[src/sv/pis_pkg.sv]
// Shared types and constants for the page idleness scorer.
`timescale 1ns / 1ps
package pis_pkg;

  typedef enum logic [1:0] {
    ST_SCORED = 2'd0,
    ST_ABSENT = 2'd1,
    ST_RANGE  = 2'd2
  } status_t;

  // Register index as given by paddr[3] (8-byte register stride).
  typedef enum logic {
    REG_PAGES_IN_USE    = 1'b0,
    REG_IDLE_MAP_FRAMES = 1'b1
  } reg_sel_t;

  localparam int unsigned QUEUE_DEPTH = 4;

  localparam logic [9:0]  SCORE_CAP     = 10'd1000;
  localparam logic [4:0]  GRAD_TOP      = 5'd20;
  localparam logic [3:0]  BOOST_DIST    = 4'd8;
  localparam logic [3:0]  DIST_SAT      = 4'd9;
  localparam logic [9:0]  BOOST_AMOUNT  = 10'd300;
  localparam logic [9:0]  HUGE_DISCOUNT = 10'd350;
  localparam logic [9:0]  IDLE_BONUS    = 10'd400;
  localparam logic [16:0] HUGE_STEP     = 17'd512;
  localparam logic [9:0]  HIST_INIT     = 10'd980;
  localparam logic [15:0] DIV5_MUL      = 16'd52429;  // ceil(2^18 / 5)
  localparam int unsigned DIV5_SHIFT    = 18;

  localparam logic [16:0] PAGES_IN_USE_RST = 17'd65536;
  localparam logic [32:0] IDLE_FRAMES_RST  = 33'd8388608;

  // One classified request, as handed from the front end to the back end.
  typedef struct packed {
    logic [15:0] page_index;
    status_t     status;
    logic [4:0]  gradient;
    logic        boost;
    logic        idle;
    logic        huge;
    logic [16:0] next_page;
    logic        pass_done;
  } job_t;

endpackage

[src/sv/pis_queue.sv]
// Short request queue between the front end and the back end.
`timescale 1ns / 1ps
module pis_queue #(
  parameter int unsigned W = 64
) (
  input  logic         clk,
  input  logic         rst,
  input  logic         push,
  input  logic [W-1:0] push_data,
  output logic         full,
  output logic         head_valid,
  output logic [W-1:0] head_data,
  input  logic         pop,
  output logic [$clog2(pis_pkg::QUEUE_DEPTH+1)-1:0] count
);
  import pis_pkg::*;

  localparam int unsigned PTR_W = $clog2(QUEUE_DEPTH);
  localparam int unsigned CNT_W = $clog2(QUEUE_DEPTH + 1);

  logic [W-1:0]     slots [QUEUE_DEPTH];
  logic [PTR_W-1:0] wr_ptr, rd_ptr;
  logic             do_push, do_pop;

  assign full       = (count == CNT_W'(QUEUE_DEPTH));
  assign head_valid = (count != '0);
  assign head_data  = slots[rd_ptr];
  assign do_push    = push && !full;
  assign do_pop     = pop && head_valid;

  always_ff @(posedge clk) begin
    if (do_push) begin
      slots[wr_ptr] <= push_data;
    end
  end

  always_ff @(posedge clk) begin
    if (rst) begin
      wr_ptr <= '0;
      rd_ptr <= '0;
      count  <= '0;
    end else begin
      if (do_push) begin
        wr_ptr <= (wr_ptr == PTR_W'(QUEUE_DEPTH - 1)) ? '0 : wr_ptr + 1'b1;
      end
      if (do_pop) begin
        rd_ptr <= (rd_ptr == PTR_W'(QUEUE_DEPTH - 1)) ? '0 : rd_ptr + 1'b1;
      end
      case ({do_push, do_pop})
        2'b10:   count <= count + 1'b1;
        2'b01:   count <= count - 1'b1;
        default: count <= count;
      endcase
    end
  end

endmodule

[config.mk]
export PLATFORM = sky130hd
export DESIGN_NAME = pis_queue
export DESIGN_NICKNAME = d
export VERILOG_FILES = /design/src/sv/pis_pkg.sv /design/src/sv/pis_queue.sv
export SDC_FILE = /design/constraint.sdc
export NUM_CORES = 1
export LEC_CHECK = 0
export BUFFER_PORTS_ARGS = -buffer_cell sky130_fd_sc_hd__clkbuf_2
export CELL_PAD_IN_SITES_DETAIL_PLACEMENT = 0
export CELL_PAD_IN_SITES_GLOBAL_PLACEMENT = 1
export CORE_ASPECT_RATIO = 1.1
export CORE_MARGIN = 2
export CORE_UTILIZATION = 38
export DETAILED_ROUTE_END_ITERATION = 7
export PLACE_DENSITY_LB_ADDON = 0.1
export SYNTH_ARGS = -nofsm -noshare
export SYNTH_HDL_FRONTEND = slang
export SYNTH_SLANG_ARGS = --single-unit
[constraint.sdc]
create_clock -name clk -period 5.28 [get_ports clk]
set_input_delay 0.264 -clock clk [delete_from_list [all_inputs] [get_ports clk]]
set_output_delay 0.264 -clock clk [all_outputs]
set_load 0.05 [all_outputs]
# ---- After elaboration in Yosys (flattened, before gate mapping)
# Memories as Yosys holds them, arrays and structs flattened. A register that Yosys moved wholly into a read port is not among the register bits.
# Cells that the tools add are included.
dict set report op_classes {
  n_eq_ne 5
  addsub 4
  shift 0
  n_reduce_logical 5
  bitwise 0
  muxes 7
  multipliers 0
  order_cmp 0
  div_mod_pow 0
}
# op n
set ops {}
lappend ops {{2-to-1 mux 2 bit} 4}
lappend ops {{== test 2 bit (second input constant)} 3}
lappend ops {{one-hot mux 3 bit (2 select lines)} 1}
lappend ops {{adder 2 x 1 -> 2 bit (second input constant)} 2}
lappend ops {{adder 3 x 1 -> 3 bit (second input constant)} 1}
lappend ops {{== test 3 bit (second input constant)} 1}
lappend ops {{nonzero test 3 bit} 1}
lappend ops {{subtractor 3 x 1 -> 3 bit (second input constant)} 1}
lappend ops {{== test 2 x 1 -> 1 bit (second input constant)} 1}
lappend ops {{logical AND 1 bit} 2}
lappend ops {{2-to-1 mux 1 bit} 2}
lappend ops {{nonzero test 2 bit} 1}
lappend ops {{logical NOT 1 bit} 1}
dict set report totals {
  ff_bits 7
  rom_bits 0
  word_cells 25
  out_inout_bits 69
  latchBits 0
  ram_bits 256
  n_memories 1
}
# name depth word_bits read_ports rd_clocked_by_memory_dff write_ports line_no
set memory_table {}
lappend memory_table {slots 4 64 1 1 1 pis_queue.sv:21} ;# logic [W-1:0] slots [QUEUE_DEPTH];

# ---- Depth between registers and ports, before layout
dict set report depth {
  ltp_word 5
  mapped_depth 10
  ltp_nobuf 9
}

# ---- Worst setup path after synthesis
# Ideal clock, no wire load.
dict set report synth_timing {
  path_kind {register -> register}
  start {register count[0] (netlist bit)}
  end {memory slots[2][0], enable pin}
  setup_time_ps 429
  required_time_ps 4851
  arrival_ps 2567
  path_slack_ps 2284
  path_buffers 1
  stages_incl_launch_ff 4
  path_cell_list {dfxtp_1 -> or3b_1 -> buf_6 -> and3_1}
}
dict set report synth_between {
  elab_chain_cells 5
}
# item line_no
set synth_rtl {}
lappend synth_rtl {{from (decl)} pis_queue.sv:14} ;# output logic [$clog2(pis_pkg::QUEUE_DEPTH+1)-1:0] count
lappend synth_rtl {{from (signal assigned)} pis_queue.sv:50} ;# 2'b10: count <= count + 1'b1;
lappend synth_rtl {{from (signal assigned)} pis_queue.sv:51} ;# 2'b01: count <= count - 1'b1;
lappend synth_rtl {{from (signal assigned)} pis_queue.sv:52} ;# default: count <= count;
lappend synth_rtl {{== test 3 bit} pis_queue.sv:25} ;# assign full = (count == CNT_W'(QUEUE_DEPTH));
lappend synth_rtl {{logical NOT 1 bit} pis_queue.sv:28} ;# assign do_push = push && !full;
lappend synth_rtl {{logical AND 1 bit} pis_queue.sv:28}
lappend synth_rtl {{2-to-1 mux 1 bit} pis_queue.sv:32} ;# if (do_push) begin
lappend synth_rtl {{2-to-1 mux 1 bit (implied by the code)} pis_queue.sv:33} ;# slots[wr_ptr] <= push_data;
lappend synth_rtl {{to (decl)} pis_queue.sv:21}
# Every way passes these cells.

==> metrics.txt <==
Ports=about 140; final slew viol count=0; largest net degree at the start of global routing=65; Mapped Avg Cell Area=25.0 um^2; # nets final=around 680; clock tree buffer depth=3; Synth Instances=around 390; Ys Warns=0; Storage cell area=7880 um^2; CTS clock-pin slew for the worst setup and hold paths=about 70 ps; layout cell share with drive strength beyond 1=0.398; Core Footprint=~25000 um^2; outcome=finished, final reports clean; Worst slew margin=0.274; clock skew=about 15 ps; fin util=0.486; CP max FO=47; EDFF count, synth=between 200 and 300; worst min-delay path class=input pin to flop; count leader, synth=edfxtp_1; Setup violations, final=0; CTS root buf=clkbuf_16; Die ar.=approximately 27000 um^2; Worst-Skew Late Latency=~530 ps; Netlist cell types=28; worst slew pin tran=~1100 ps; ANT cells=0; Primary FF master, synth=edfxtp_1; CP Launch Type=flop; H-tree Lvls=1; setup bufs post-CTS=0; Vias/cell=slightly below 5; total CTS buffers=28; Synth top cells by count=edfxtp_1 (256), mux4_2 (64), dfxtp_1 (9); PwrDens=around 510 nW/um^2; final hold violations=0; Initial Util=0.385; first-pass GRT wire length=around 28000 um; gpl congestion=approximately 0.68; initial detailed-routing violation count=173; drt pass-1 iters=6; drt wl/cell=between 15 and 20 um; Vias=between 4k and 5k; PortBufs=around 140; multi-input logic area=about 1700 um^2; GRT overflow=0; CTS sink count=between 200 and 300; M2 GR Usage=0.239; register bit total from synthesis=265; cell accounting for the most synthesized area=edfxtp_1; CP Class=flop to output pin; cell area after synthesis=a little under 10000 um^2; die width=156 um; Routed Antenna Nets=0; Synth top area share=0.792; crit end category=output pin; number of global-route vias before repair=5024; Arrival @ worst endpoint=around 2900 ps; sequential share of the synthesized area=0.811; Max IR drop VDD=about 0.00036 V; largest cells by area after synthesis=edfxtp_1 (79%), mux4_2 (15%), dfxtp_1 (1.9%); DRC viols=0; minimum clock period=3160 ps; Total GRT Usage=0.139; Top Usage Layer GRT=met2; met3 Resource Use GR=0.0297; fmax=around 320 MHz; # rows=61; Final Cycle Share=0.598; area grow syn2layout=26.1%; CTS tree=done; Async SR Flop Fraction=0; Pleak=4.18 nW; syn_nets=about 460; unrepaired setup endpoints after global routing=false; Routed WL=between 15000 and 20000 um; met1 Resource Use GR=0.181; setup tns final=0 ps; Fill cells=2125; initial antenna violation count=0; Post-DP HPWL=about 9600 um; WP data required=roughly 5000 ps; Die H=about 170 um; max cap viols=0
worst max-delay path: stages (launching register included):
cell      delay, ps
dfxtp_4        1030
buf_4           500
mux4_2          560
clkbuf_2        250
power by group:
part / internal [mW] / leakage [nW] / switching (mW) / total [mW]
clock network: 1.09 / 0.424 / 0.759 / 1.85
logic: 0.526 / 1.33 / 1.13 / 1.66
registers: 2.53 / 2.42 / 0.162 / 2.69
cells by family after synthesis:
group / after synthesis / synth area share
muxes: 65 / 0.150
and+or+nand+nor: 17 / 0.0103
DFF: 265 / 0.811
buffers and inverters: 24 / 0.0126
AOI/OAI and AO/OA: 8 / 0.00541
xor gates and xnor gates: 2 / 0.00180
adders and majority gates: 7 / 0.00980
path summary, 6_finish.rpt:
kind                                        startpoint  slack (ps)                     to  cells past startpoint
worst max register to register   count[2]$_SDFFE_PP0P_        2800  count[2]$_SDFFE_PP0P_                      9
worst min register to register  rd_ptr[0]$_SDFFE_PP0P_         490                   flop                      2
worst min-delay path                               rst          50  count[2]$_SDFFE_PP0P_                      2
worst max-delay path                              flop        2120          head_data[16]                      3
metrics by stage:
stage	cell area (um^2)	std cells	hold WS, ps	worst slack [ps]	power, mW
2_1_floorplan	9710	388	363	2280	3.99
3_3_place_gp	10700	824	464	2550	4.38
3_5_place_dp	10700	824	476	2520	4.39
4_1_cts	12200	940	23.9	1930	6.30
5_1_grt	12200	940	37.0	1810	6.48
6_report	12200	940	51.9	2120	6.20
routing by layer:
layer  routed length (um)  share of wire
met4                  301          0.016
met2                 9370           0.51
met3                 1030          0.056
met1                 7620           0.42
met5                    0              0
final cells by class:
cell class | count | area share
Multi-Input combinational cell | 99 | 0.142
Clock buffer | 33 | 0.0605
Inverter | 8 | 0.00245
Tap cell | 315 | 0.0322
Timing Repair Buffer | 201 | 0.109
Sequential cell | 265 | 0.643
Clock inverter | 19 | 0.0115
sequential cells by signal, indices dropped and copies added, names as in the netlist, named ones only:
register	count
count	3
slots	256
wr_ptr	2
rd_ptr	2
timing repair:
action	in CTS	in global routing
resized for setup	0	0
hold buffers	64	0
hold endpoints to repair	256	0
cell usage in the layout (no fill, tap or decap), types with 3 or more instances in the layout:
cell,count
dlygate4sd3_1,64
mux4_2,64
clkinv_2,5
edfxtp_1,256
clkinv_1,9
clkbuf_16,29
and3_4,4
dfxtp_1,7
clkbuf_1,4
ha_1,6
clkbuf_2,136
nor2_1,4
inv_1,8
clkinvlp_4,3
a21oi_1,4
No activity file was read; power rests on OpenSTA's default activity.
