File: config.mk
export PLATFORM = sky130hd
export DESIGN_NAME = pis_front
export DESIGN_NICKNAME = d
export VERILOG_FILES = /design/src/sv/pis_pkg.sv /design/src/sv/pis_front.sv
export SDC_FILE = /design/constraint.sdc
export NUM_CORES = 1
export LEC_CHECK = 0
export ABC_AREA = 1
export BUFFER_PORTS_ARGS = -buffer_cell sky130_fd_sc_hd__buf_4
export CORE_ASPECT_RATIO = 0.9
export CORE_MARGIN = 10
export CORE_UTILIZATION = 50
export CTS_CLUSTER_DIAMETER = 80
export DETAILED_ROUTE_END_ITERATION = 16
export HOLD_SLACK_MARGIN = 0.12
export MAX_ROUTING_LAYER = met4
export PLACE_DENSITY = 0.86
export SYNTH_ARGS = -nofsm -noshare
export SYNTH_HDL_FRONTEND = slang
export SYNTH_SLANG_ARGS = --single-unit
File: constraint.sdc
create_clock -name clk -period 4.4 [get_ports clk]
set_input_delay 0.44 -clock clk [delete_from_list [all_inputs] [get_ports clk]]
set_output_delay 0.44 -clock clk [all_outputs]
set_load 0.01 [all_outputs]
File: src/sv/pis_pkg.sv
// Shared types and constants for the page idleness scorer.
`timescale 1ns / 1ps
package pis_pkg;

  typedef enum logic [1:0] {
    ST_SCORED = 2'd0,
    ST_ABSENT = 2'd1,
    ST_RANGE  = 2'd2
  } status_t;

  // Register index as given by paddr[3] (8-byte register stride).
  typedef enum logic {
    REG_PAGES_IN_USE    = 1'b0,
    REG_IDLE_MAP_FRAMES = 1'b1
  } reg_sel_t;

  localparam int unsigned QUEUE_DEPTH = 4;

  localparam logic [9:0]  SCORE_CAP     = 10'd1000;
  localparam logic [4:0]  GRAD_TOP      = 5'd20;
  localparam logic [3:0]  BOOST_DIST    = 4'd8;
  localparam logic [3:0]  DIST_SAT      = 4'd9;
  localparam logic [9:0]  BOOST_AMOUNT  = 10'd300;
  localparam logic [9:0]  HUGE_DISCOUNT = 10'd350;
  localparam logic [9:0]  IDLE_BONUS    = 10'd400;
  localparam logic [16:0] HUGE_STEP     = 17'd512;
  localparam logic [9:0]  HIST_INIT     = 10'd980;
  localparam logic [15:0] DIV5_MUL      = 16'd52429;  // ceil(2^18 / 5)
  localparam int unsigned DIV5_SHIFT    = 18;

  localparam logic [16:0] PAGES_IN_USE_RST = 17'd65536;
  localparam logic [32:0] IDLE_FRAMES_RST  = 33'd8388608;

  // One classified request, as handed from the front end to the back end.
  typedef struct packed {
    logic [15:0] page_index;
    status_t     status;
    logic [4:0]  gradient;
    logic        boost;
    logic        idle;
    logic        huge;
    logic [16:0] next_page;
    logic        pass_done;
  } job_t;

endpackage

File: src/sv/pis_front.sv
// Front end: pass state, gradient, busy distance, page counter and classification.
`timescale 1ns / 1ps
module pis_front #(
  parameter int unsigned IDX_W = 16,
  parameter int unsigned PAGES = 65536
) (
  input  logic                clk,
  input  logic                rst,
  input  logic                accept,
  input  logic                first_of_pass,
  input  logic                present,
  input  logic [54:0]         frame_number,
  input  logic                idle_bit,
  input  logic                huge,
  input  logic [16:0]         pages_in_use,
  input  logic [32:0]         idle_map_frames,
  output pis_pkg::job_t       job,
  output logic [IDX_W-1:0]    job_idx
);
  import pis_pkg::*;

  localparam logic [IDX_W:0] PAGES_W = (IDX_W + 1)'(PAGES);

  logic [4:0]       gradient, gradient_next;
  logic             falling, falling_next;
  logic [3:0]       busy_distance, busy_distance_next;
  logic [16:0]      page_counter;
  logic [IDX_W-1:0] idx, idx_next;

  logic [4:0]       g_in, g_step;
  logic             f_in;
  logic [3:0]       bd_in, bd_mid;
  logic [16:0]      pc_in, inc;
  logic [17:0]      pc_sum;
  logic [IDX_W-1:0] idx_in;
  logic [IDX_W:0]   idx_sum;
  status_t          status;
  logic             scored;

  always_comb begin
    g_in   = first_of_pass ? 5'd0 : gradient;
    f_in   = first_of_pass ? 1'b0 : falling;
    bd_in  = first_of_pass ? DIST_SAT : busy_distance;
    pc_in  = first_of_pass ? 17'd0 : page_counter;
    idx_in = first_of_pass ? '0 : idx;

    if (!f_in) begin
      g_step = g_in + 5'd1;
    end else begin
      g_step = (g_in != 5'd0) ? g_in - 5'd1 : 5'd0;
    end
    gradient_next = g_step;
    falling_next  = f_in;
    if (g_step >= GRAD_TOP) begin
      gradient_next = GRAD_TOP;
      falling_next  = 1'b1;
    end else if (g_step == 5'd0) begin
      falling_next = 1'b0;
    end

    if (!present || frame_number == 55'd0) begin
      status = ST_ABSENT;
    end else if (frame_number >= {22'd0, idle_map_frames}) begin
      status = ST_RANGE;
    end else begin
      status = ST_SCORED;
    end
    scored = (status == ST_SCORED);

    bd_mid = (scored && !idle_bit) ? 4'd0 : bd_in;
    busy_distance_next = (bd_mid < DIST_SAT) ? bd_mid + 4'd1 : bd_mid;

    inc    = (scored && huge) ? HUGE_STEP : 17'd1;
    pc_sum = {1'b0, pc_in} + {1'b0, inc};

    // Track page_counter modulo PAGES; after a 17-bit wrap the counter is below 512.
    idx_sum = {1'b0, idx_in} + (IDX_W + 1)'(inc);
    if (pc_sum[17]) begin
      idx_next = IDX_W'(pc_sum[16:0]);
    end else if (idx_sum >= PAGES_W) begin
      idx_next = IDX_W'(idx_sum - PAGES_W);
    end else begin
      idx_next = idx_sum[IDX_W-1:0];
    end

    job.page_index = pc_in[15:0];
    job.status     = status;
    job.gradient   = gradient_next;
    job.boost      = (bd_in < BOOST_DIST);
    job.idle       = idle_bit;
    job.huge       = huge;
    job.next_page  = pc_sum[16:0];
    job.pass_done  = (pc_sum[16:0] >= pages_in_use);
    job_idx        = idx_in;
  end

  always_ff @(posedge clk) begin
    if (rst) begin
      gradient      <= 5'd0;
      falling       <= 1'b0;
      busy_distance <= DIST_SAT;
      page_counter  <= 17'd0;
      idx           <= '0;
    end else if (accept) begin
      gradient      <= gradient_next;
      falling       <= falling_next;
      busy_distance <= busy_distance_next;
      page_counter  <= pc_sum[16:0];
      idx           <= idx_next;
    end
  end

endmodule

# [Yosys cells after proc, flatten, opt, wreduce, memory -nomap -nowiden]
# Cells that the tools add are included.
[op_classes] reduce_logical=9 addsub=6 n_lt_le_gt_ge=6 muxes=17
[op_table] cell="$ge 55x33->1" n=1
[op_table] cell="$logic_not 55->1" n=1
[op_table] cell="$mux 16" n=3
[op_table] cell="$mux 5" n=4
[op_table] cell="$add 17x10->18" n=1
[op_table] cell="$add 16x10->17" n=1
[op_table] cell="$ge 17x17->1" n=1
[op_table] cell="$ge 17x17->1 const B" n=1
[op_table] cell="$mux 17" n=1
[op_table] cell="$sub 16x1->16 const B" n=1
[op_table] cell="$mux 4" n=3
[op_table] cell="$mux 10" n=1
[op_table] cell="$lt 4x4->1 const B" n=2
[op_table] cell="$add 5x1->5 const B" n=1
[op_table] cell="$ge 5x5->1 const B" n=1
[op_table] cell="$logic_not 5->1" n=1
[op_table] cell="$reduce_bool 5->1" n=1
[op_table] cell="$sub 5x1->5 const B" n=1
[op_table] cell="$add 4x1->4 const B" n=1
[op_table] cell="$mux 2" n=2
[op_table] cell="$mux 1" n=3
[op_table] cell="$logic_and 1x1->1" n=2
[op_table] cell="$logic_not 1->1" n=2
[op_table] cell="$logic_not 2->1" n=1
[op_table] cell="$logic_or 1x1->1" n=1
[totals] out_inout_bits=60 wordCells=43 reg_bits=43 input_bits=112

# [Depth between registers and ports, before layout]
[logic_depth] depth_word=10 mapped_depth=32 ltp_nobuf=32

# [Worst setup path before layout]
# No wires, ideal clock.
[synth_timing] kind="input port to output port" from="input port idle_map_frames[14]" to="output port job[0] (netlist bit)" path_buffers=0 required_ns=3.960 cell_stages=30 path_slack_ns=0.159 arrival_time_ns=3.801 cell_sequence="inv_1 -> ha_1 -> nand2_1 -> nor2_1 -> nand3_1 -> nor2_1 -> nand2_1 -> nor2_1 -> nor2_1 -> nand2_1 -> inv_1 -> nand3_1 -> ha_1 -> ha_1 -> nand3_2 -> nor2_4 -> nand2_2 -> o21ai_4 -> nand2_2 -> nor2_2 -> nand2_2 -> nor2_4 -> nand3_1 -> nand2_1 -> nand2_1 -> ha_1 -> nand4_1 -> nor4b_1 -> a21oi_1 -> o21ai_0"
[synth_rtl] item="start, declared" line="pis_front.sv:16" rtl="input logic [32:0] idle_map_frames,"
[synth_rtl] item="end, declared" line="pis_front.sv:17" rtl="output pis_pkg::job_t job,"

==> results.md <==
- Status: complete, but fails checks
- Violated checks: negative setup slack
- Share of layout cells above drive strength 1: approximately two fifths
- Final design utilization: between 70% and 80%
- Worst Skew: ~0.0082 ns
- Clock latency on the worst-skew pair: between 0.2 and 0.3 ns
- Tmin final: ~4.5 ns
- Clock Sinks: between 40 and 50
- Row count: 34
- Avg WL per Cell: roughly 17 um
- Syn_area_per_cell: roughly 6.3 um2
- Multi-input logic area: between 0.003 and 0.004 mm2
- H-tree depth: 2
- Pin count of the biggest net entering global routing: 56
- Register area: approximately 860 um2
- Sequential fraction of the synthesis area: between 15 and 20%
- Peak supply drop: around 0.00014 V
- Tot Pwr: between 1 and 1.5 mW
- Die width: about 130 um
- Layout Nets: approximately 1200
- Number of distinct library cells after synthesis: 45
- Main area contributors after synthesis: dfxtp_1 (17%), ha_1 (15%), inv_1 (12%)
- Synth top area share: between 10% and 20%
- Worst endpoint required time: 3.96 ns
- # fillers: between 600 and 700
- Final Wtd Congestion: 0.9011
- Crit end category: primary output
- Post-Syn Area: 0.005071 mm2
- Max Fclk: between 0.2 and 0.25 GHz
- Final setup vio count: 1
- Least-Margin Pin Slew: around 0.96 ns
- Die area: approximately 0.015 mm2
- Remaining DRCs: 0
- Die height: around 120 um
- Hold WS: around 0.47 ns
- Crit start category: input pin
- Dpl ws: -0.2962 ns
- Reg2reg path depth: 18
- # IOs: 172
- ANT nets after route: 0
- Final Cycle Share: 102.0%
- Final TNS setup: -0.08916 ns
- Crit path top cell by count: buf_4
- Crit Path Max Fanout: 4
- Pleak: ~4 nW
- Slowest stage delay, CP: between 0.3 and 0.4 ns
- Total grt overflow: 0
- Worst Path Arrival: roughly 4 ns
- Area leader, netlist: dfxtp_1
- Hold depth: 2
- Max-Cap Viols: 0
- Critical path's slowest cell: ha_1
- Core area: slightly below 0.01 mm2
- Num CTS Buffers: 5
- Syn Inst Count: 803
- CTS tree: yes
- Initial antenna violation count: 0
- Clk slew on worst S/H paths: 0.07 ns
- Pins Over Slew Limit: 0
- Syn nets: approximately 980
- HPWL after DPL: approximately 13000 um
- Area delta synth->final: 47.52%
- PwrDens: 172.7 mW/mm2
- Relative slew slack: around 36%
- Yosys warning total: 0
- CTS root buffer: clkbuf_16
- Vias in the first global route: 5882
- Input/output buffers: around 170
- Hold Buf Count CTS: 0
- Synthesized flop and latch total: between 40 and 50
- # diodes: 0
- DR iter-0 viols: 415
- Hold crit path type: flip-flop to flip-flop
- Final critical-path setup slack: -0.08916 ns
- Total GRT Usage: between 20% and 30%
- DR pass1 iterations: 5
- Initial core utilization: 51.83%
- Clk buf depth: 2
- First-pass GRT wire length: between 20000 and 30000 um
- Vias per inst: 5.243
- Final Hold Fails: 0
- Via count: approximately 6000
- DRT Wirelength: roughly 19000 um
- RSZ-0062 raised after global routing: yes
- Crit Path Category: input pin to primary output
## worst paths after layout
| path | start | to | slack (ns) |
|---|---|---|---|
| worst max-delay path | idle_map_frames[8] | job[0] | -0.09 |
| worst min-delay path | idx[9]$_SDFFE_PP0P_ | idx[9]$_SDFFE_PP0P_ | 0.47 |
| worst max register to register | page_counter[0]$_SDFFE_PP0P_ | idx[3]$_SDFFE_PP0P_ | 1.73 |
| worst min register to register | idx[9]$_SDFFE_PP0P_ | idx[9]$_SDFFE_PP0P_ | 0.47 |
## placed cells by master, fill, tap and decap left out, types with 3 or more instances in the layout
cell,Yosys,final
a211oi_1,3,3
a21o_1,3,3
a21oi_1,63,58
a21oi_2,4,9
a31oi_1,4,4
buf_4,2,218
buf_6,3,7
clkbuf_16,0,5
dfxtp_1,43,43
ha_1,60,35
ha_4,0,25
inv_1,161,148
inv_2,12,24
nand2_1,146,130
nand2_2,13,24
nand2_4,2,7
nand3_1,29,23
nand3_2,5,8
nand3_4,0,3
nand4_1,10,10
nor2_1,100,91
nor2_2,14,18
nor2_4,11,16
nor2_8,3,3
nor3_2,3,4
o211ai_2,5,5
o21ai_0,36,33
o21ai_1,9,12
o21ai_2,3,3
or2_2,5,3
xnor2_1,3,3
xor2_1,17,17
## synthesized netlist by cell type (all sizes together)
cell type	count
inv	174
nand2	161
nor2	128
a21oi	67
ha	60
o21ai	49
dfxtp	43
nand3	34
xor2	17
buf	14
nand4	10
nor3	8
o211ai	7
clkbuf	6
or2	5
a211oi	4
a31oi	4
a21o	3
xnor2	3
a21boi	1
nand3b	1
nor3b	1
nor4b	1
o21a	1
o21bai	1
## registers in the layout, summed over array words and instances (netlist names)
signal,cells
busy_distance,4
gradient,5
page_counter,17
idx,16
falling,1
## final cells by class
cell class | instances | area share (%)
inverter | 174 | 8.831
clock buffer | 5 | 1.673
multi-input combinational | 566 | 52.63
tap | 126 | 2.107
sequential | 43 | 11.51
timing repair buffer | 225 | 22.93
clock inverter | 3 | 0.3178
## power by group
part           internal, mW  switching, mW
sequential            0.408         0.0135
combinational         0.227          0.262
clock                 0.212          0.168
total                 0.848          0.444
## per-layer routing
metal / up-vias / global-route usage [%] / part of all wire (%)
met5: - / - / 0
met4: 0 / 6.368 / 2.5
met3: 44 / 4.155 / 6.2
met2: 263 / 43.31 / 51
met1: 2747 / 25.45 / 41
li1: 2933 / - / -
## kinds of logic after synthesis
group | after synthesis | share of synthesized area [%]
adders and majority gates | 60 | 14.80
xor gates and xnor gates | 20 | 3.454
AOI/OAI and AO/OA | 137 | 15.86
buffers and inverters | 194 | 15.82
DFF | 43 | 16.98
and+or+nand+nor | 349 | 33.09
## what timing repair did
action	CTS	global route
endpoints found under the setup margin	1	1
pin swaps	36	46
cloned	0	0
resized for setup	62	45
setup buffers	7	8
## through the flow
| step | area (um2) | std cells |
|---|---|---|
| after floorplan | 5071 | 803 |
| after global placement | 6661 | 1119 |
| after detailed placement | 6661 | 1119 |
| after CTS | 7218 | 1134 |
| after global routing | 7481 | 1142 |
| final | 7481 | 1142 |
## worst max-delay path, delay by kind of cell
family / cells / cell delay [ns]
xor gates and xnor gates: 1 / 0.16
AOI/OAI and AO/OA: 3 / 0.36
and+or+nand+nor: 13 / 1.52
adders and majority gates: 3 / 0.76
buffers and inverters: 9 / 0.79
(Power assumes the default switching activity.)
